==> config.mk <==
export PLATFORM = sky130hd
export DESIGN_NAME = whu_scale
export DESIGN_NICKNAME = d
export VERILOG_FILES = /design/src/hw/rtl/whu_pkg.sv /design/src/hw/rtl/whu_scale.sv
export SDC_FILE = /design/constraint.sdc
export NUM_CORES = 2
export LEC_CHECK = 0
export BUFFER_PORTS_ARGS = -buffer_cell sky130_fd_sc_hd__buf_2
export CORE_MARGIN = 1.5
export CORE_UTILIZATION = 35
export DETAILED_ROUTE_END_ITERATION = 8
export SYNTH_ARGS = -nofsm -noshare
export SYNTH_HDL_FRONTEND = slang
export SYNTH_SLANG_ARGS = --single-unit
==> constraint.sdc <==
create_clock -name i_clk -period 10.4 [get_ports i_clk]
set_clock_uncertainty 0.15 [all_clocks]
set_input_delay 2.08 -clock i_clk [delete_from_list [all_inputs] [get_ports i_clk]]
set_output_delay 2.08 -clock i_clk [all_outputs]
set_load 0.05 [all_outputs]
==> src/hw/rtl/whu_pkg.sv <==
// Package with the types, constants and step function of the Wichmann-Hill generator.
package whu_pkg;

    localparam int GEN_COUNT = 3;
    localparam int GEN_W     = 15;
    localparam int DATA_W    = 32;
    localparam int SPAN_W    = 33;
    localparam int FRAC48_W  = 48;
    localparam int CFG_IDX_W = 2;
    localparam int NSTAGE    = 7;

    localparam logic ACT_DRAW   = 1'b0;
    localparam logic ACT_RESEED = 1'b1;

    localparam logic [CFG_IDX_W-1:0] CFG_SEED_FIRST  = 2'd0;
    localparam logic [CFG_IDX_W-1:0] CFG_SEED_SECOND = 2'd1;
    localparam logic [CFG_IDX_W-1:0] CFG_SEED_THIRD  = 2'd2;

    localparam int ST_A = 0;
    localparam int ST_B = 1;
    localparam int ST_C = 2;
    localparam int ST_D = 3;
    localparam int ST_E = 4;
    localparam int ST_F = 5;
    localparam int ST_G = 6;

    // Schrage constants: multiplier, q = m div a, r = m mod a, modulus.
    localparam logic [7:0]       MUL_FIRST  = 8'd171;
    localparam logic [7:0]       Q_FIRST    = 8'd177;
    localparam logic [5:0]       R_FIRST    = 6'd2;
    localparam logic [GEN_W-1:0] MOD_FIRST  = 15'd30269;
    localparam logic [7:0]       MUL_SECOND = 8'd172;
    localparam logic [7:0]       Q_SECOND   = 8'd176;
    localparam logic [5:0]       R_SECOND   = 6'd35;
    localparam logic [GEN_W-1:0] MOD_SECOND = 15'd30307;
    localparam logic [7:0]       MUL_THIRD  = 8'd170;
    localparam logic [7:0]       Q_THIRD    = 8'd178;
    localparam logic [5:0]       R_THIRD    = 6'd63;
    localparam logic [GEN_W-1:0] MOD_THIRD  = 15'd30323;

    // Reciprocals for the division by q: ceil(2^23 / q), exact for any 15-bit value.
    localparam int QSHIFT = 23;
    localparam logic [15:0] QREC_FIRST  =
        16'(((64'd1 << QSHIFT) + 64'(Q_FIRST) - 64'd1) / 64'(Q_FIRST));
    localparam logic [15:0] QREC_SECOND =
        16'(((64'd1 << QSHIFT) + 64'(Q_SECOND) - 64'd1) / 64'(Q_SECOND));
    localparam logic [15:0] QREC_THIRD  =
        16'(((64'd1 << QSHIFT) + 64'(Q_THIRD) - 64'd1) / 64'(Q_THIRD));

    // g * 2^48 / m is split as g * FQ + (g * FC) / m, with FQ = 2^48 div m and
    // FC = 2^48 mod m. The small quotient uses KREC = 2^32 div m and one correction.
    localparam logic [GEN_W-1:0] MODULUS [GEN_COUNT] = '{MOD_FIRST, MOD_SECOND, MOD_THIRD};
    localparam logic [33:0] FQ [GEN_COUNT] = '{
        34'((64'd1 << 48) / 64'(MOD_FIRST)),
        34'((64'd1 << 48) / 64'(MOD_SECOND)),
        34'((64'd1 << 48) / 64'(MOD_THIRD))};
    localparam logic [GEN_W-1:0] FC [GEN_COUNT] = '{
        15'((64'd1 << 48) % 64'(MOD_FIRST)),
        15'((64'd1 << 48) % 64'(MOD_SECOND)),
        15'((64'd1 << 48) % 64'(MOD_THIRD))};
    localparam logic [17:0] KREC [GEN_COUNT] = '{
        18'((64'd1 << 32) / 64'(MOD_FIRST)),
        18'((64'd1 << 32) / 64'(MOD_SECOND)),
        18'((64'd1 << 32) / 64'(MOD_THIRD))};

    typedef logic [GEN_COUNT-1:0][GEN_W-1:0] t_gen_set;
    typedef logic [NSTAGE-1:0] t_stage_en;

    typedef struct packed {
        logic                     reseed;
        logic                     bad;
        logic signed [DATA_W-1:0] lower;
        logic [SPAN_W-1:0]        span;
    } t_side;

    // One Schrage step; the result always lies in [0, m).
    function automatic logic [GEN_W-1:0] schrage_step(
        input logic [GEN_W-1:0] v,
        input logic [7:0]       mul,
        input logic [7:0]       q,
        input logic [5:0]       r,
        input logic [GEN_W-1:0] m,
        input logic [15:0]      qrec
    );
        logic [30:0]        prod;
        logic [7:0]         qt;
        logic [15:0]        qq;
        logic [7:0]         rm;
        logic signed [16:0] n;
        prod = 31'(v) * 31'(qrec);
        qt   = prod[30:23];
        qq   = 16'(qt) * 16'(q);
        rm   = 8'(16'(v) - qq);
        n    = $signed(17'(16'(rm) * 16'(mul))) - $signed(17'(14'(qt) * 14'(r)));
        if (n[16]) begin
            n = n + $signed(17'(m));
        end
        return n[GEN_W-1:0];
    endfunction

endpackage

==> src/hw/rtl/whu_scale.sv <==
// Maps the fraction onto the requested integer range and holds the result register.
module whu_scale (
    input  logic                             i_clk,
    input  whu_pkg::t_stage_en               i_en,
    input  logic [whu_pkg::DATA_W-1:0]        i_frac,
    input  whu_pkg::t_side                   i_side,
    output logic [whu_pkg::DATA_W-1:0]        o_fraction,
    output logic signed [whu_pkg::DATA_W-1:0] o_value,
    output logic                             o_bad_range
);
    import whu_pkg::*;

    logic [2*DATA_W-1:0]      r_prod;
    logic [DATA_W-1:0]        r_f_frac;
    t_side                    r_f_side;
    logic [DATA_W-1:0]        r_fraction;
    logic signed [DATA_W-1:0] r_value;
    logic                     r_bad_range;

    logic [DATA_W-1:0]        n_off;
    logic [DATA_W-1:0]        n_fraction;
    logic signed [DATA_W-1:0] n_value;
    logic                     n_bad_range;

    always_comb begin
        // A span of the full 2^32 has zero low bits, so its offset is the fraction itself.
        n_off = r_prod[2*DATA_W-1:DATA_W]
              + (r_f_side.span[SPAN_W-1] ? r_f_frac : '0);
        if (r_f_side.reseed) begin
            n_fraction  = '0;
            n_value     = '0;
            n_bad_range = 1'b0;
        end else if (r_f_side.bad) begin
            n_fraction  = r_f_frac;
            n_value     = r_f_side.lower;
            n_bad_range = 1'b1;
        end else begin
            n_fraction  = r_f_frac;
            n_value     = r_f_side.lower + $signed(n_off);
            n_bad_range = 1'b0;
        end
    end

    always_ff @(posedge i_clk) begin
        if (i_en[ST_F]) begin
            r_prod   <= 64'(i_frac) * 64'(i_side.span[DATA_W-1:0]);
            r_f_frac <= i_frac;
            r_f_side <= i_side;
        end
        if (i_en[ST_G]) begin
            r_fraction  <= n_fraction;
            r_value     <= n_value;
            r_bad_range <= n_bad_range;
        end
    end

    assign o_fraction  = r_fraction;
    assign o_value     = r_value;
    assign o_bad_range = r_bad_range;

endmodule

# Yosys cells after proc, flatten, opt, wreduce, memory -nomap -nowiden
# Cells that the tools add are included.
[totals]
out_inout_bits = 65
in_bits = 107
register_bits = 228
wordCells = 15
[classes]
mux = 3
mul = 1
addsub = 2
[op_table]
columns = ["op", "n"]
rows = [
  ["$add A32 B32 Y32", 2],
  ["$mul A32 B32 Y64", 1],
  ["$mux W32", 2],
  ["$mux W1", 1],
]

# Depth between registers and ports, before layout
[depth]
word_depth = 4
mapped_depth = 28
depth_no_buf = 26

# Worst setup path after synthesis
# No wires, ideal clock.
[synth_path]
path_kind = "in2reg"
startpoint = "input port i_side[10] (netlist name)"
endpoint = "register r_prod[60], data pin"
required_time_ps = 9976
slack_ps = 1021
cell_stages = 26
n_path_buf = 2
arrival_time_ps = 8955
setup_time_ps = 274
cell_sequence = "clkbuf_1 > and2_1 > fa_1 > fa_1 > inv_1 > fa_1 > fa_1 > inv_1 > fa_1 > fa_1 > fa_1 > inv_1 > fa_1 > inv_1 > ha_1 > clkbuf_1 > a21o_1 > a21o_1 > a21oi_1 > nand2_1 > nor4_1 > o41a_1 > o21ai_1 > a221o_2 > a2111oi_0 > a211oi_1"
[synth_between]
elab_chain_len = 1
[synth_lines]
columns = ["element", "line", "text"]
rows = [
  ["from (decl)", "whu_scale.sv:6", "input whu_pkg::t_side i_side,"],
  ["$mul A32 B32 Y64", "whu_scale.sv:46", "r_prod <= 64'(i_frac) * 64'(i_side.span[DATA_W-1:0]);"],
  ["to (signal assigned)", "whu_scale.sv:46", ""],
  ["to (decl)", "whu_scale.sv:13", "logic [2*DATA_W-1:0] r_prod;"],
]
# Every way passes these cells.
# A chain may end at the register's enable or synchronous reset.

# Final worst setup path
[layout_path]
startpoint = "input port i_frac[15] (netlist name)"
endpoint = "register r_prod[56], data pin"
[layout_between]
elab_chain_len = 1
[layout_lines]
columns = ["element", "line", "text"]
rows = [
  ["from (decl)", "whu_scale.sv:5", "input logic [whu_pkg::DATA_W-1:0] i_frac,"],
  ["$mul A32 B32 Y64", "whu_scale.sv:46", ""],
]
# Every way passes these cells.

==> flow_summary_export.csv <==
group,metric,value,unit
worst_setup_path,critPathMaxFanout,16,
global_routing,grtUsageTotal,19.0,%
min_path,hp-start,"r_f_frac[25]",
global_routing,grt_pass1_wl,171,mm
detailed_routing,drcViolationCount,0,
yosys,synth_area,40100,um2
sta,min_period,10.08,ns
detailed_routing,vias_per_cell,4.85,
yosys,synth_top_area_share,46.3,%
sta,tns,0,ns
floorplan,ios,172,
finish,final_nets,5523,
worst_setup_path,rr_endpoint,"o_value[31]",
worst_setup_path,reg2reg_depth,16,
detailed_routing,vias,27800,
finish,fin_cells,5718,
clock_tree,cts_buffers,17,
finish,final_cell_mix,"fa_1, inv_1, and2_1",
clock_tree,cts_tree,"done",
sta,finalSetupViolations,0,
yosys,synth-seq-area-share,12.3,%
yosys,synthCells,4089,
detailed_routing,first_pass_iters,6,
min_path,hp-class,"reg2reg",
global_routing,grt_max_degree,72,
worst_setup_path,crit_buf_inv,7,
sta,max_freq,99.2,MHz
yosys,synth_edf_count,164,
clock_tree,clockBufferDepth,2,
clock_tree,cts_hold_buffers,0,
sta,slew_headroom,37.9,%
finish,area_growth,9.06,%
clock_tree,clkTransAtPathRegs,0.06,ns
yosys,synth_top_cell_by_area,"fa_1",
sta,maxSlewViolCount,0,
clock_tree,cts.sinks,164,
worst_setup_path,arrival,10.10,ns
finish,multi_input_area,31100,um2
detailed_routing,drtIter0Drc,1611,
min_path,min_to,"o_fraction[25]",
worst_setup_path,startpoint_type,"input port",
yosys,yosys_warnings,0,
yosys,synth.distinct_cells,65,
detailed_routing,ant_nets,0,
place,io_buffer_count,166,
yosys,ys_ff_latch,164,
finish,fin_util,38.7,%
floorplan,die_h,341,um
floorplan,initial_core_util,35.4,%
run,max_cap_violations,0,
global_routing,antenna_found_initial,16,
worst_setup_path,r2r_setup_slack,5.47,ns
clock_tree,htreeDepth,4,
clock_tree,post_cts_buffers,0,
yosys,synthTopCellsByArea,"fa_1, edfxtp_1, and2_1",
clock_tree,clkLatencyLatePin,0.43,ns
place,place_congestion,0.881,
worst_setup_path,critPathSlowestCell,"fa_1",
finish,drive_above_1_share,8.38,%
floorplan,die_w,341,um
finish,seq_area,4920,um2
detailed_routing,routedWlPerCell,18.8,um
detailed_routing,routed_wl,107,mm
sta,rsz0062_at_grt,"false",
finish,layout.filler_cells,11300,
yosys,ys.flop_type,"edfxtp_1",
global_routing,grt_pass1_vias,30100,
global_routing,grt_overflow,0,
sta,finalHoldViolations,0,
clock_tree,cts_root_buf,"clkbuf_16",
sta,fin_crit_sh,96.9,%
floorplan,num_rows,123,
sta,fin_hold_ws,0.411,ns
place,hpwlAfterDp,89.7,mm
yosys,async_flop_share,0,%
worst_setup_path,cpPeakStageDelay,0.57,ns
worst_setup_path,cpMostUsedCell,"fa_1",
worst_setup_path,cp_top_family,"adder cells",
yosys,avgSynthCellArea,9.80,um2
min_path,holdPathStages,1,
floorplan,fp.dieArea,117000,um2
worst_setup_path,critPathKind,"in2reg",
floorplan,core,113000,um2
worst_setup_path,r2r_start,"r_f_side[32]",
place,dp_cells,5680,
sta,worst_pin_slew,0.931,ns
finish,final_common_cell,"fa_1",
outcome,status,"complete, no violations",
clock_tree,cts_resized,0,
worst_setup_path,cp.required,10.42,ns
worst_setup_path,end_kind,"register",
yosys,syn_nets,5413,
## per-stage QoR
step / worst slack (ns) / instance area [um2]
after global routing: 0.0459 / 43700
after global placement: -0.0141 / 43200
after CTS: 0.335 / 43700
after detailed placement: -0.116 / 43200
after floorplan: 1.02 / 40100
final: 0.319 / 43700
## worst reg2reg max path, stage by stage, from the launching register on
cell and delay, ns:
edfxtp_1 0.77, and2_1 0.33, fa_1 0.49, ha_1 0.16, inv_1 0.06, fa_1 0.43
nand2b_1 0.19, a21oi_1 0.26, o21ai_0 0.14, buf_4 0.18, o211a_1 0.25, o31a_4 0.37
o21ai_4 0.19, a31o_1 0.19, a21oi_1 0.10, or4b_1 0.47, nand2_1 0.07
## state kept, by name (all words and copies together), names as in the netlist
register	cells
o_bad_range	1
o_fraction	32
o_value	32
r_f_frac	32
r_f_side	35
r_prod	32
## how the worst max path moves through the flow
stage / depth (start not counted) / end / slack, ns / startpoint
after floorplan: 26 / r_prod[60] / 1.02 / i_side[10]
after global placement: 26 / r_prod[60] / -0.01 / i_frac[15]
after detailed placement: 27 / r_prod[60] / -0.12 / i_frac[20]
after CTS: 27 / r_prod[60] / 0.34 / i_frac[20]
after global routing: 27 / r_prod[60] / 0.05 / i_frac[20]
final: 27 / r_prod[56] / 0.32 / i_frac[15]
## layer usage
| metal | global-route usage, % | vias up | share of wire (%) |
|---|---|---|---|
| met5 | 0 | - | 0.048 |
| met4 | 6.05 | 8 | 3.2 |
| li1 | - | 12400 | - |
| met1 | 25.4 | 14600 | 43 |
| met3 | 2.47 | 167 | 4.9 |
| met2 | 32.1 | 677 | 49 |
## cell usage after synthesis, types with 4 or more instances
master	number
a21boi_0	4
nor3_1	16
xnor2_1	39
a21o_1	30
nand2_1	499
and3_1	9
o21a_1	8
fa_1	927
nand4_1	15
nor2_1	62
and2_1	624
inv_1	871
clkbuf_1	216
xor2_1	16
nand3_1	15
a31oi_1	11
o21ai_0	41
and4_1	4
o21bai_1	11
edfxtp_1	164
o211ai_1	5
ha_1	290
a21oi_1	99
a211oi_1	7
nand2b_1	8
nor2b_1	37
## cell type report
type | count | area share, %
clock buffers | 18 | 0.981
repair buffers | 310 | 4.61
clock inverters | 14 | 0.292
flip-flops and latches | 164 | 11.3
diodes | 6 | 0.0343
well taps | 1500 | 4.29
multi-input cells | 2835 | 71.1
inverters | 871 | 7.48
## kinds of logic after synthesis
logic type                 count (synthesis)  synth area share, %
adders and majority gates               1217                 55.3
muxes                                      3               0.0749
AOI/OAI and AO/OA                        249                 3.92
xor gates and xnor gates                  55                 1.20
DFF                                      164                 12.3
and+or+nand+nor                         1311                 17.0
buffers and inverters                   1090                 10.2
Power is not shown: default switching activity piles up to over one toggle a cycle in this logic, so the estimate is an artifact.
