`src/hw/rtl/whu_pkg.sv`:
```
// Package with the types, constants and step function of the Wichmann-Hill generator.
package whu_pkg;

    localparam int GEN_COUNT = 3;
    localparam int GEN_W     = 15;
    localparam int DATA_W    = 32;
    localparam int SPAN_W    = 33;
    localparam int FRAC48_W  = 48;
    localparam int CFG_IDX_W = 2;
    localparam int NSTAGE    = 7;

    localparam logic ACT_DRAW   = 1'b0;
    localparam logic ACT_RESEED = 1'b1;

    localparam logic [CFG_IDX_W-1:0] CFG_SEED_FIRST  = 2'd0;
    localparam logic [CFG_IDX_W-1:0] CFG_SEED_SECOND = 2'd1;
    localparam logic [CFG_IDX_W-1:0] CFG_SEED_THIRD  = 2'd2;

    localparam int ST_A = 0;
    localparam int ST_B = 1;
    localparam int ST_C = 2;
    localparam int ST_D = 3;
    localparam int ST_E = 4;
    localparam int ST_F = 5;
    localparam int ST_G = 6;

    // Schrage constants: multiplier, q = m div a, r = m mod a, modulus.
    localparam logic [7:0]       MUL_FIRST  = 8'd171;
    localparam logic [7:0]       Q_FIRST    = 8'd177;
    localparam logic [5:0]       R_FIRST    = 6'd2;
    localparam logic [GEN_W-1:0] MOD_FIRST  = 15'd30269;
    localparam logic [7:0]       MUL_SECOND = 8'd172;
    localparam logic [7:0]       Q_SECOND   = 8'd176;
    localparam logic [5:0]       R_SECOND   = 6'd35;
    localparam logic [GEN_W-1:0] MOD_SECOND = 15'd30307;
    localparam logic [7:0]       MUL_THIRD  = 8'd170;
    localparam logic [7:0]       Q_THIRD    = 8'd178;
    localparam logic [5:0]       R_THIRD    = 6'd63;
    localparam logic [GEN_W-1:0] MOD_THIRD  = 15'd30323;

    // Reciprocals for the division by q: ceil(2^23 / q), exact for any 15-bit value.
    localparam int QSHIFT = 23;
    localparam logic [15:0] QREC_FIRST  =
        16'(((64'd1 << QSHIFT) + 64'(Q_FIRST) - 64'd1) / 64'(Q_FIRST));
    localparam logic [15:0] QREC_SECOND =
        16'(((64'd1 << QSHIFT) + 64'(Q_SECOND) - 64'd1) / 64'(Q_SECOND));
    localparam logic [15:0] QREC_THIRD  =
        16'(((64'd1 << QSHIFT) + 64'(Q_THIRD) - 64'd1) / 64'(Q_THIRD));

    // g * 2^48 / m is split as g * FQ + (g * FC) / m, with FQ = 2^48 div m and
    // FC = 2^48 mod m. The small quotient uses KREC = 2^32 div m and one correction.
    localparam logic [GEN_W-1:0] MODULUS [GEN_COUNT] = '{MOD_FIRST, MOD_SECOND, MOD_THIRD};
    localparam logic [33:0] FQ [GEN_COUNT] = '{
        34'((64'd1 << 48) / 64'(MOD_FIRST)),
        34'((64'd1 << 48) / 64'(MOD_SECOND)),
        34'((64'd1 << 48) / 64'(MOD_THIRD))};
    localparam logic [GEN_W-1:0] FC [GEN_COUNT] = '{
        15'((64'd1 << 48) % 64'(MOD_FIRST)),
        15'((64'd1 << 48) % 64'(MOD_SECOND)),
        15'((64'd1 << 48) % 64'(MOD_THIRD))};
    localparam logic [17:0] KREC [GEN_COUNT] = '{
        18'((64'd1 << 32) / 64'(MOD_FIRST)),
        18'((64'd1 << 32) / 64'(MOD_SECOND)),
        18'((64'd1 << 32) / 64'(MOD_THIRD))};

    typedef logic [GEN_COUNT-1:0][GEN_W-1:0] t_gen_set;
    typedef logic [NSTAGE-1:0] t_stage_en;

    typedef struct packed {
        logic                     reseed;
        logic                     bad;
        logic signed [DATA_W-1:0] lower;
        logic [SPAN_W-1:0]        span;
    } t_side;

    // One Schrage step; the result always lies in [0, m).
    function automatic logic [GEN_W-1:0] schrage_step(
        input logic [GEN_W-1:0] v,
        input logic [7:0]       mul,
        input logic [7:0]       q,
        input logic [5:0]       r,
        input logic [GEN_W-1:0] m,
        input logic [15:0]      qrec
    );
        logic [30:0]        prod;
        logic [7:0]         qt;
        logic [15:0]        qq;
        logic [7:0]         rm;
        logic signed [16:0] n;
        prod = 31'(v) * 31'(qrec);
        qt   = prod[30:23];
        qq   = 16'(qt) * 16'(q);
        rm   = 8'(16'(v) - qq);
        n    = $signed(17'(16'(rm) * 16'(mul))) - $signed(17'(14'(qt) * 14'(r)));
        if (n[16]) begin
            n = n + $signed(17'(m));
        end
        return n[GEN_W-1:0];
    endfunction

endpackage

```
`src/hw/rtl/whu_ifs.sv`:
```


interface whu_cfg_if;
    logic                             valid;
    logic                             ready;
    logic [whu_pkg::CFG_IDX_W-1:0]    index;
    logic [whu_pkg::GEN_W-1:0]        data;

    modport source (output valid, index, data, input ready);
    modport sink   (input valid, index, data, output ready);
endinterface

```
`src/hw/rtl/whu_state.sv`:
```
// Seed registers and three congruential generators; draws step them, reseeds load them.
module whu_state (
    input  logic              i_clk,
    input  logic              i_rst_n,
    whu_cfg_if.sink           i_cfg,
    input  logic              i_accept,
    input  logic              i_action,
    output whu_pkg::t_gen_set o_gen
);
    import whu_pkg::*;

    t_gen_set r_seed;
    t_gen_set r_gen;
    t_gen_set n_seed;
    t_gen_set n_gen;

    assign i_cfg.ready = 1'b1;

    always_comb begin
        n_seed = r_seed;
        if (i_cfg.valid) begin
            case (i_cfg.index)
                CFG_SEED_FIRST:  n_seed[0] = i_cfg.data;
                CFG_SEED_SECOND: n_seed[1] = i_cfg.data;
                CFG_SEED_THIRD:  n_seed[2] = i_cfg.data;
                default:         n_seed = r_seed;
            endcase
        end
    end

    always_comb begin
        n_gen = r_gen;
        if (i_accept) begin
            if (i_action == ACT_RESEED) begin
                n_gen = r_seed;
            end else begin
                n_gen[0] = schrage_step(r_gen[0], MUL_FIRST, Q_FIRST, R_FIRST,
                                        MOD_FIRST, QREC_FIRST);
                n_gen[1] = schrage_step(r_gen[1], MUL_SECOND, Q_SECOND, R_SECOND,
                                        MOD_SECOND, QREC_SECOND);
                n_gen[2] = schrage_step(r_gen[2], MUL_THIRD, Q_THIRD, R_THIRD,
                                        MOD_THIRD, QREC_THIRD);
            end
        end
    end

    always_ff @(posedge i_clk) begin
        if (!i_rst_n) begin
            r_seed <= {GEN_COUNT{15'd1}};
            r_gen  <= {GEN_COUNT{15'd1}};
        end else begin
            r_seed <= n_seed;
            r_gen  <= n_gen;
        end
    end

    assign o_gen = r_gen;

endmodule

```
`src/flat_wrapper.sv`:
```
// flat-port wrapper written by rule: the top's interface ports become plain ports
module whu_state_flat import whu_pkg::*;
  (i_clk, i_rst_n, i_accept, i_action, o_gen, i_cfg_valid, i_cfg_index, i_cfg_data, i_cfg_ready);
  whu_cfg_if i_cfg_i ();
  input  logic i_clk;
  input  logic i_rst_n;
  input  logic i_accept;
  input  logic i_action;
  output whu_pkg::t_gen_set o_gen;
  input wire logic [$bits(i_cfg_i.valid)-1:0] i_cfg_valid;
  input wire logic [$bits(i_cfg_i.index)-1:0] i_cfg_index;
  input wire logic [$bits(i_cfg_i.data)-1:0] i_cfg_data;
  output wire logic [$bits(i_cfg_i.ready)-1:0] i_cfg_ready;
  assign i_cfg_i.valid = i_cfg_valid;
  assign i_cfg_i.index = i_cfg_index;
  assign i_cfg_i.data = i_cfg_data;
  assign i_cfg_ready = i_cfg_i.ready;
  whu_state u_core (.i_clk(i_clk), .i_rst_n(i_rst_n), .i_cfg(i_cfg_i), .i_accept(i_accept), .i_action(i_action), .o_gen(o_gen));
endmodule
```
`config.mk`:
```
export PLATFORM = sky130hd
export DESIGN_NAME = whu_state_flat
export DESIGN_NICKNAME = d
export VERILOG_FILES = /design/src/hw/rtl/whu_pkg.sv /design/src/hw/rtl/whu_ifs.sv /design/src/hw/rtl/whu_state.sv /design/src/flat_wrapper.sv
export SDC_FILE = /design/constraint.sdc
export NUM_CORES = 1
export LEC_CHECK = 0
export BUFFER_PORTS_ARGS = -buffer_cell sky130_fd_sc_hd__clkbuf_2
export CAP_MARGIN = 20
export CELL_PAD_IN_SITES_DETAIL_PLACEMENT = 1
export CELL_PAD_IN_SITES_GLOBAL_PLACEMENT = 1
export CORE_ASPECT_RATIO = 0.7
export CORE_MARGIN = 2
export CORE_UTILIZATION = 44
export CTS_CLUSTER_SIZE = 30
export DETAILED_ROUTE_END_ITERATION = 8
export GPL_ROUTABILITY_DRIVEN = 0
export PLACE_DENSITY_LB_ADDON = 0.05
export SYNTH_ARGS = -nofsm -noshare
export SYNTH_HDL_FRONTEND = slang
export SYNTH_SLANG_ARGS = --single-unit
export TNS_END_PERCENT = 30
```
`constraint.sdc`:
```
create_clock -name i_clk -period 15.55 [get_ports i_clk]
set_input_delay 2.3325 -clock i_clk [delete_from_list [all_inputs] [get_ports i_clk]]
set_output_delay 2.3325 -clock i_clk [all_outputs]
set_load 0.05 [all_outputs]
```
# == Yosys cells after proc, flatten, opt, wreduce, memory -nomap -nowiden ==
# Index checks and enable logic that the tools add are counted.
# classes
muxes,4
n_reduce_logical,4
add_sub_neg,9
multipliers,11
eq_ne,2
# ops
op,n
"15-bit by 13-bit adder with 15-bit output, second input constant",3
15-bit two-way mux,3
45-bit two-way mux,1
"8-bit by 6-bit multiplier with 14-bit output, second input constant",3
16-bit by 14-bit subtractor with 17-bit output,2
"15-bit by 16-bit multiplier with 31-bit output, second input constant",1
"15-bit by 15-bit multiplier with 30-bit output, second input constant",1
"15-bit by 13-bit multiplier with 28-bit output, second input constant",1
8-bit subtractor,3
16-bit by 9-bit subtractor with 17-bit output,1
"8-bit by 8-bit multiplier with 16-bit output, second input constant",1
"8-bit by 7-bit multiplier with 15-bit output, second input constant",1
"8-bit by 4-bit multiplier with 4-bit output, second input constant",1
"8-bit by 7-bit multiplier with 7-bit output, second input constant",1
"8-bit by 8-bit multiplier with 8-bit output, second input constant",1
2-bit AND reduction,3
"2-bit by 1-bit equality test with 1-bit output, second input constant",1
"2-bit equality test, second input constant",1
2-bit zero test,1
# totals
ff_bits,90
wordCells,36

# == Depth between registers and ports, before layout ==
# Gate-level depths: netlist (run 1).
# logic_depth
ltp_word,8
mapped_depth,53

# == Worst setup path before layout (run 1) ==
# Ideal clock, no wire load.
# synth_timing
kind,flip-flop to flip-flop
start,"register u_core.r_gen, in the netlist u_core.o_gen[27]"
end,"register u_core.r_gen, in the netlist u_core.o_gen[22]"
path_slack_ps,3250
stages_incl_launch_ff,51
arrival_ps,12213
setup_time_ps,87
t_required_ps,15463
path_buffers,1
cell_sequence,dfxtp_1 > inv_1 > fa_1 > inv_1 > fa_1 > inv_1 > fa_1 > fa_1 > inv_1 > fa_1 > inv_1 > fa_1 > inv_1 > ha_1 > a21oi_1 > nor2_1 > a211oi_1 > nand3_1 > (+15 left out) > inv_1 > fa_1 > inv_1 > ha_1 > xnor2_1 > fa_1 > inv_1 > ha_1 > a21o_1 > a41oi_1 > o31ai_1 > a31o_2 > or2_1 > clkbuf_1 > nor2_1 > xor2_1 > nor2_1 > o31ai_1
# synth_between
elab_chain_cells,8
# synth_lines
item,line,rtl
start: declaration,whu_state.sv:13,t_gen_set r_gen;
start signal: assignment,whu_state.sv:50,r_gen <= {GEN_COUNT{15'd1}};
start signal: assignment,whu_state.sv:53,r_gen <= n_gen;
15-bit by 16-bit multiplier with 31-bit output (*),whu_pkg.sv:90,prod = 31'(v) * 31'(qrec);
8-bit by 4-bit multiplier with 4-bit output,whu_pkg.sv:92,qq = 16'(qt) * 16'(q);
8-bit subtractor,whu_pkg.sv:93,rm = 8'(16'(v) - qq);
8-bit by 6-bit multiplier with 14-bit output,whu_pkg.sv:94,n = $signed(17'(16'(rm) * 16'(mul))) - $signed(17'(14'(qt) * 14'(r)));
16-bit by 14-bit subtractor with 17-bit output (*),whu_pkg.sv:94,
15-bit by 13-bit adder with 15-bit output,whu_pkg.sv:96,n = n + $signed(17'(m));
15-bit two-way mux (*),whu_pkg.sv:95,if (n[16]) begin
45-bit two-way mux (*),whu_state.sv:34,if (i_action == ACT_RESEED) begin
# Mark *: on every way between the ends. The rest lies on a longest branch, timed or not.
# A chain may end at the register's enable or synchronous reset.

# == Worst setup path in the final report (run 1) ==
# layout_timing
start,"register u_core.r_gen, in the netlist u_core.o_gen[30]"
end,"register u_core.r_gen, in the netlist u_core.o_gen[43]"
# layout_between
elab_chain_cells,8
# layout_lines
item,line
15-bit by 13-bit multiplier with 28-bit output,whu_pkg.sv:90
8-bit by 7-bit multiplier with 7-bit output,whu_pkg.sv:92
8-bit subtractor,whu_pkg.sv:93
8-bit by 7-bit multiplier with 15-bit output,whu_pkg.sv:94
16-bit by 14-bit subtractor with 17-bit output (*),whu_pkg.sv:94
15-bit by 13-bit adder with 15-bit output,whu_pkg.sv:96
15-bit two-way mux (*),whu_pkg.sv:95
45-bit two-way mux (*),whu_state.sv:34
# Marks and branches as above.

==> run_results.csv, run 1 <==
group,metric,value,unit
run_status,status,"completed",
yosys,synth.distinct_cells,70,
worst_setup_path,cpMaxStageDelayCell,"dfxtp_1",
timing,post-route-period-util,90.2,%
route,drc,0,
worst_setup_path,worst_ep_required_time,15.83,ns
clock_network,ctsResizeCount,0,
yosys,synthSimpleGateAreaFrac,8.66,%
yosys,synth_fa_ha_area_share,55.3,%
global_routing,grt_pass1_wl,100000,µm
timing,timing.final.crit_period,14.03,ns
floorplan,die_x,273,µm
timing,worst_slew_pin_slew,0.978,ns
yosys,syn_area_per_cell,8.91,µm²
global_routing,grt_usage,24.4,%
worst_setup_path,crit_path_start_kind,"register",
clock_network,cts_setup_buffers,0,
floorplan,rows,68,
timing,hold_viol,0,
hold_path,worstHoldPathType,"register to register",
clock_network,clkTransAtPathRegs,0.07,ns
global_routing,grt_pass1_vias,18100,
worst_setup_path,end_kind,"register",
yosys,synthesis.area,22200,µm²
global_routing,grt_max_degree,59,
worst_setup_path,crit_arrival,14.31,ns
global_routing,grt_antenna_before_repair,4,
yosys,synth_compound_area_share,10.0,%
floorplan,core_area,49600,µm²
yosys,synth_edf_count,0,
timing,rsz0062_at_grt,"false",
route,finalWirelength,61100,µm
job,drv_cap,0,
clock_network,root_buffer,"clkbuf_16",
worst_setup_path,slowest_delay,0.69,ns
timing,fmax,71.3,MHz
floorplan,initial_utilization,44.8,%
route,drtPass1Iterations,5,
yosys,synth_mux_area_share,1.01,%
clock_network,cts_tree,"done",
yosys,ys_seq_elements,90,
floorplan,dieHeight,192,µm
worst_setup_path,worstSetupPathType,"register to register",
final_layout,fin_nets,3385,
yosys,yosysTopAreaCell,"ha_1",
route,viasPerCell,5.19,
yosys,yosys_most_used_dff,"dfxtp_1",
clock_network,clock_latency,0.34,ns
route,wl_per_cell,19.1,µm
clock_network,cts_buffer_depth,2,
clock_network,cts_buffers,9,
route,ant_nets,0,
worst_setup_path,path_max_fanout,15,
clock_network,cts.hold.buffers_added,0,
timing,tns,0,ns
yosys,yosys_warnings,0,
timing,slew_headroom,34.6,%
timing,drv_slew,0,
yosys,async_reset_ff_share,0,%
route,drt_iter0_drc,779,
yosys,synth.top_cell.area_share,32.2,%
global_routing,overflow,0,
yosys,yosysMostFrequentCell,"inv_1",
final_layout,drive_gt1_share,4.17,%
floorplan,ios,68,
yosys,synthXorXnorAreaFrac,5.83,%
yosys,yosysSeqAreaShare,8.10,%
yosys,synth_commonest_cells,"inv_1 (603), ha_1 (572), fa_1 (257)",
timing,skew,0.00543,ns
floorplan,design.die.area,52400,µm²
clock_network,clock_sinks,90,
yosys,syn-instance-count,2494,
final_layout,syn2layout_area_growth,6.07,%
route,vias,16600,
yosys,syn-num-nets,3345,
clock_network,h-tree-depth,3,
placed_design,hpwl,53400,µm
timing,finalSetupViolCount,0,
worst_setup_path,cpMostUsedCell,"ha_1",
yosys,synth_top_family_by_area,"adder cells",
yosys,netlist_top_cells_area,"ha_1 (32%), fa_1 (23%), inv_1 (10%)",
placed_design,numPortBuffers,66,
logic make-up (layout without fill, tap and decap cells):
logic type                 after synthesis  count (layout)
adders and majority gates              829             829
buffers and inverters                  649             694
and+or+nand+nor                        407             407
AOI/OAI and AO/OA                      348             348
xor gates and xnor gates               148             148
DFF                                     90              90
muxes                                   22              22
other                                    1               3
registers in the layout, indices dropped and copies added, names as in the netlist:
| signal | flops |
|---|---|
| u_core.o_gen | 45 |
| u_core.r_seed | 45 |
cell type report:
| type | instances | area (µm²) |
|---|---|---|
| diodes | 2 | 5.00 |
| clock buffers | 11 | 243 |
| clock inverters | 5 | 53.8 |
| fillers | 5839 | 26000 |
| inverters | 604 | 2270 |
| multi-input cells | 1755 | 18000 |
| flip-flops and latches | 90 | 1800 |
| well taps | 665 | 832 |
| repair buffers | 74 | 390 |
final timing paths:
| check | from | to | slack, ns | cells past startpoint |
|---|---|---|---|---|
| worst max-delay path | u_core.o_gen[30] | u_core.o_gen[43] | 1.52 | 50 |
| worst min-delay path | u_core.r_seed[28] | u_core.r_seed[28] | 0.45 | 2 |
| worst max register to register | u_core.o_gen[30] | u_core.o_gen[43] | 1.52 | 50 |
| worst min register to register | u_core.r_seed[28] | u_core.r_seed[28] | 0.45 | 2 |
critical path, delay by kind of cell, from the launching register on:
family | cells | cell delay, ns
adders and majority gates | 15 | 6.07
AOI/OAI and AO/OA | 13 | 2.89
and+or+nand+nor | 8 | 2.26
xor gates and xnor gates | 7 | 1.72
DFF | 1 | 0.69
buffers and inverters | 7 | 0.33
placed cells by master, fill, tap and decap left out, drive strengths merged, types with 12 or more instances in the layout:
cell type  count
a21o          36
a21oi        114
a31oi         22
and3          20
clkbuf        77
dfxtp         90
fa           257
ha           572
inv          604
mux2i         19
nand2        161
nand2b        16
nand3         38
nor2          70
nor2b         14
nor3          34
o211ai        13
o21a          13
o21ai         72
o21bai        12
xnor2         90
xor2          58
metal layers:
| metal | vias to the layer above | wire length (µm) | global-route usage, % |
|---|---|---|---|
| met5 | - | 24 | 0 |
| met3 | 43 | 2010 | 2.59 |
| li1 | 8163 | - | - |
| met4 | 4 | 631 | 3.63 |
| met2 | 203 | 25500 | 37.2 |
| met1 | 8217 | 32900 | 37.5 |
through the flow:
step	instance area [µm²]	util (%)	hold slack (ns)	cells	worst slack (ns)
6_report	23600	47.5	0.455	3206	1.52
5_1_grt	23600	47.5	0.476	3206	0.693
4_1_cts	23600	47.5	0.454	3204	1.65
3_5_place_dp	23300	46.9	0.445	3188	1.72
3_3_place_gp	23300	46.9	0.440	3188	2.09
2_1_floorplan	22200	-	0.432	2494	3.25
Power of run 1 is left out: the tool's default activity adds up to more than one toggle a clock period on the data nets, which glitch-free logic cannot reach.
==> run 2, diff against run 1 <==
BUFFER_PORTS_ARGS = default   (was -buffer_cell sky130_fd_sc_hd__clkbuf_2)
DONT_BUFFER_PORTS = 1   (was default)
clock period = 15.6 ns   (was 15.55 ns; I/O delays follow)
==> run 2 against run 1 <==
Global-route usage about the same; critical path depth down 2; setup slack got worse by 0.34 ns; clock skew decreased by 0.00086 ns; wire length is 0.66% higher; worst hold slack about the same; non-clock buffer count decreased by 43; sequential share of layout area about the same; maximum frequency shrank 2.7%; via count down 0.70%; critical endpoint unchanged.
==> run_results.csv, run 2 (synthesis gave the netlist of run 1 again) <==
group,metric,value,unit
floorplan,die_x,273,µm
timing,slew_headroom,26.6,%
placed_design,hpwl,53800,µm
run_status,status,"completed",
clock_network,h-tree-depth,3,
floorplan,initial_utilization,44.8,%
global_routing,grt_pass1_wl,99900,µm
clock_network,cts_tree,"done",
worst_setup_path,worst_ep_required_time,15.89,ns
floorplan,dieHeight,192,µm
clock_network,clkTransAtPathRegs,0.07,ns
final_layout,fin_nets,3342,
worst_setup_path,cpMostUsedCell,"ha_1",
final_layout,stdcell_area,23500,µm²
final_layout,drive_gt1_share,2.52,%
clock_network,cts.hold.buffers_added,0,
timing,rsz0062_at_grt,"false",
timing,finalSetupViolCount,0,
worst_setup_path,cp_top_family,"adder cells",
final_layout,final_common_cell,"inv_1",
clock_network,clock_sinks,90,
floorplan,rows,68,
clock_network,cts_setup_buffers,0,
final_layout,syn2layout_area_growth,5.50,%
route,drc,0,
global_routing,overflow,0,
floorplan,design.die.area,52400,µm²
worst_setup_path,slowest_delay,0.88,ns
placed_design,numPortBuffers,0,
worst_setup_path,r2r.worst_path.cells,48,
worst_setup_path,end_kind,"register",
floorplan,ios,68,
hold_path,min_path_cells,2,
worst_setup_path,rr_endpoint,"u_core.o_gen[43]",
worst_setup_path,worstSetupPathType,"register to register",
route,vias,16500,
clock_network,cts_buffer_depth,2,
global_routing,grt_antenna_before_repair,0,
job,drv_cap,0,
timing,tns,0,ns
floorplan,core_area,49600,µm²
worst_setup_path,path_max_fanout,15,
worst_setup_path,cpMaxStageDelayCell,"dfxtp_1",
clock_network,clock_latency,0.35,ns
clock_network,ctsResizeCount,0,
route,viasPerCell,5.22,
hold_path,whs_endpoint,"u_core.r_seed[21]",
route,ant_nets,0,
worst_setup_path,reg2reg_slack,1.18,ns
hold_path,worstHoldPathType,"register to register",
placed_design,placed_area,23100,µm²
route,finalWirelength,61600,µm
route,drtPass1Iterations,5,
final_layout,layout_common_cells,"inv_1 (602), ha_1 (572), fa_1 (257)",
timing,hold_viol,0,
global_routing,grt_pass1_vias,17900,
route,drt_iter0_drc,892,
timing,fmax,69.4,MHz
worst_setup_path,timing.rr.start,"u_core.o_gen[36]",
clock_network,cts_buffers,9,
worst_setup_path,path_buf_inv,7,
timing,skew,0.00458,ns
hold_path,hold_start,"u_core.r_seed[21]",
route,wl_per_cell,19.5,µm
global_routing,grt_usage,24.4,%
timing,drv_slew,0,
timing,post-route-period-util,92.4,%
timing,timing.final.crit_period,14.42,ns
worst_setup_path,crit_path_start_kind,"register",
worst_setup_path,crit_arrival,14.71,ns
timing,worst_slew_pin_slew,1.10,ns
clock_network,root_buffer,"clkbuf_16",
global_routing,grt_max_degree,59,
[run 2: cell count changes in the layout (fill, tap and decap cells not counted), sizes merged]
| cell | delta |
|---|---|
| diode | -1 |
| bufinv | +1 |
| clkinv | -2 |
| buf | +23 |
| clkbuf | -65 |
[run 2: metal layers]
metal / global-route usage, % / vias up / part of all wire [%]
met5: 0 / - / 0
met4: 3.21 / 0 / 1.1
met3: 3.56 / 36 / 3.8
met2: 37.4 / 158 / 42
met1: 36.9 / 8244 / 53
li1: - / 8076 / -
[run 2: worst max-delay path by stage]
stage	slack, ns	startpoint	endpoint	cells after the start
2_1_floorplan	3.30	u_core.o_gen[27]	u_core.o_gen[22]	50
3_3_place_gp	1.68	u_core.o_gen[36]	u_core.o_gen[43]	48
3_5_place_dp	1.34	u_core.o_gen[36]	u_core.o_gen[43]	48
4_1_cts	1.27	u_core.o_gen[36]	u_core.o_gen[43]	48
5_1_grt	0.52	u_core.o_gen[32]	u_core.o_gen[36]	50
6_report	1.18	u_core.o_gen[36]	u_core.o_gen[43]	48
[run 2: worst register-to-register path: cells and delay by family, from the launching register on]
| kind | cells | cell delay (ns) |
|---|---|---|
| AOI/OAI and AO/OA | 7 | 1.19 |
| xor gates and xnor gates | 6 | 1.47 |
| adders and majority gates | 17 | 6.85 |
| buffers and inverters | 7 | 0.35 |
| DFF | 1 | 0.88 |
| muxes | 1 | 0.36 |
| and+or+nand+nor | 10 | 3.23 |
[run 2: area by class of cell]
class,count,area (µm²)
fillers,5796,26100
multi-input cells,1755,18000
inverters,604,2270
flip-flops and latches,90,1800
well taps,665,832
clock buffers,12,256
repair buffers,31,233
clock inverters,4,73.8
diodes,1,2.50
[run 2: per-stage QoR]
stage	setup WS (ns)	std cells	utilization (%)	hold slack (ns)
after global placement	1.68	3145	46.6	0.443
after detailed placement	1.34	3145	46.6	0.450
final	1.18	3162	47.3	0.455
after global routing	0.519	3161	47.3	0.484
after CTS	1.27	3161	47.3	0.460
after floorplan	3.30	2494	-	0.432
Power of run 2 is left out for the same reason.
==> run 3, diff against run 2 <==
CAP_MARGIN = 40   (was 20)
CTS_BUF_LIST = sky130_fd_sc_hd__clkbuf_8   (was default)
CTS_CLUSTER_SIZE = default   (was 30)
==> run 3 against run 2 <==
Count of clock-buffer cells in the layout is 1 lower; wire length hardly changed; cell count is 0.25% higher; flip-flop and latch count stayed put; largest cell class unchanged.
==> run_results.csv, run 3 (synthesis gave the netlist of run 1 again) <==
group,metric,value,unit
run_status,status,"completed",
final_layout,fin_nets,3351,
global_routing,grt_pass1_vias,17900,
worst_setup_path,worst_ep_required_time,15.91,ns
final_layout,layout_common_cells,"inv_1 (605), ha_1 (572), fa_1 (257)",
worst_setup_path,cpMostUsedCell,"ha_1",
timing,skew,0.00524,ns
floorplan,design.die.area,52400,µm²
timing,fmax,69.5,MHz
final_layout,final_common_cell,"inv_1",
floorplan,ios,68,
route,finalWirelength,61500,µm
timing,hold_viol,0,
floorplan,initial_utilization,44.8,%
route,drc,0,
timing,tns,0,ns
clock_network,root_buffer,"clkbuf_8",
job,drv_cap,0,
hold_path,worstHoldPathType,"register to register",
clock_network,ctsResizeCount,0,
timing,timing.final.crit_period,14.39,ns
worst_setup_path,cpMaxStageDelayCell,"dfxtp_1",
placed_design,hpwl,54000,µm
clock_network,cts_tree,"done",
floorplan,rows,68,
worst_setup_path,end_kind,"register",
global_routing,grt_usage,24.5,%
floorplan,dieHeight,192,µm
timing,rsz0062_at_grt,"false",
route,ant_nets,0,
route,wl_per_cell,19.4,µm
final_layout,nFillCells,5799,
final_layout,diodes,0,
timing,worst_slew_pin_slew,0.890,ns
floorplan,die_x,273,µm
clock_network,h-tree-depth,3,
placed_design,dp_cells,3154,
final_layout,drive_gt1_share,2.79,%
timing,drv_slew,0,
worst_setup_path,path_max_fanout,15,
timing,post-route-period-util,92.3,%
clock_network,clock_latency,0.37,ns
route,vias,16500,
clock_network,clock_sinks,90,
global_routing,grt_max_degree,59,
worst_setup_path,slowest_delay,0.88,ns
placed_design,place_ws,1.29,ns
clock_network,cts_buffers,9,
route,drt_iter0_drc,783,
timing,fin_ws,1.21,ns
global_routing,grt_antenna_before_repair,0,
placed_design,numPortBuffers,0,
clock_network,cts.hold.buffers_added,0,
clock_network,cts_setup_buffers,0,
clock_network,cts_buffer_depth,2,
worst_setup_path,crit_path_start_kind,"register",
worst_setup_path,crit_arrival,14.70,ns
floorplan,core_area,49600,µm²
timing,slew_headroom,40.5,%
global_routing,grt_pass1_wl,99700,µm
final_layout,fin_cells,3170,
route,drtPass1Iterations,5,
worst_setup_path,worstSetupPathType,"register to register",
final_layout,syn2layout_area_growth,5.43,%
route,viasPerCell,5.21,
timing,finalSetupViolCount,0,
timing,hold_ws,0.461,ns
clock_network,clkTransAtPathRegs,0.09,ns
global_routing,overflow,0,
-- run 3: final timing paths --
check	startpoint	cells after the start	to	slack (ns)
min	u_core.r_seed[17]	2	u_core.r_seed[17]	0.46
max reg2reg	u_core.o_gen[36]	48	u_core.o_gen[43]	1.21
min reg2reg	u_core.r_seed[17]	2	u_core.r_seed[17]	0.46
max	u_core.o_gen[36]	48	u_core.o_gen[43]	1.21
-- run 3: final cells by class --
class | instances | area (µm²) | area share [%]
clock inverter | 5 | 46.3 | 0.198
tap | 665 | 832 | 3.55
multi-input combinational | 1755 | 18000 | 76.7
inverter | 604 | 2270 | 9.67
sequential | 90 | 1800 | 7.69
clock buffer | 11 | 151 | 0.646
timing repair buffer | 40 | 353 | 1.51
-- run 3: critical path: cells and delay by family (launching register included) --
kind / cells / cell delay, ns
muxes: 1 / 0.36
AOI/OAI and AO/OA: 7 / 1.25
xor gates and xnor gates: 6 / 1.37
buffers and inverters: 7 / 0.35
adders and majority gates: 17 / 6.83
and+or+nand+nor: 10 / 3.24
DFF: 1 / 0.88
-- run 3: per-layer routing --
metal | global-route usage (%) | part of all wire (%) | vias to the layer above
li1 | - | - | 8094
met2 | 37.6 | 42 | 185
met3 | 3.79 | 4.5 | 24
met4 | 3.09 | 0.94 | 0
met1 | 36.8 | 52 | 8219
met5 | 0 | 0 | -
-- run 3: through the flow --
step                instance area (µm²)  util (%)
floorplan                         22200         -
global placement                  23100      46.6
detailed placement                23200      46.9
CTS                               23400      47.3
global route                      23400      47.3
finish                            23400      47.3
Power of run 3 is left out for the same reason.
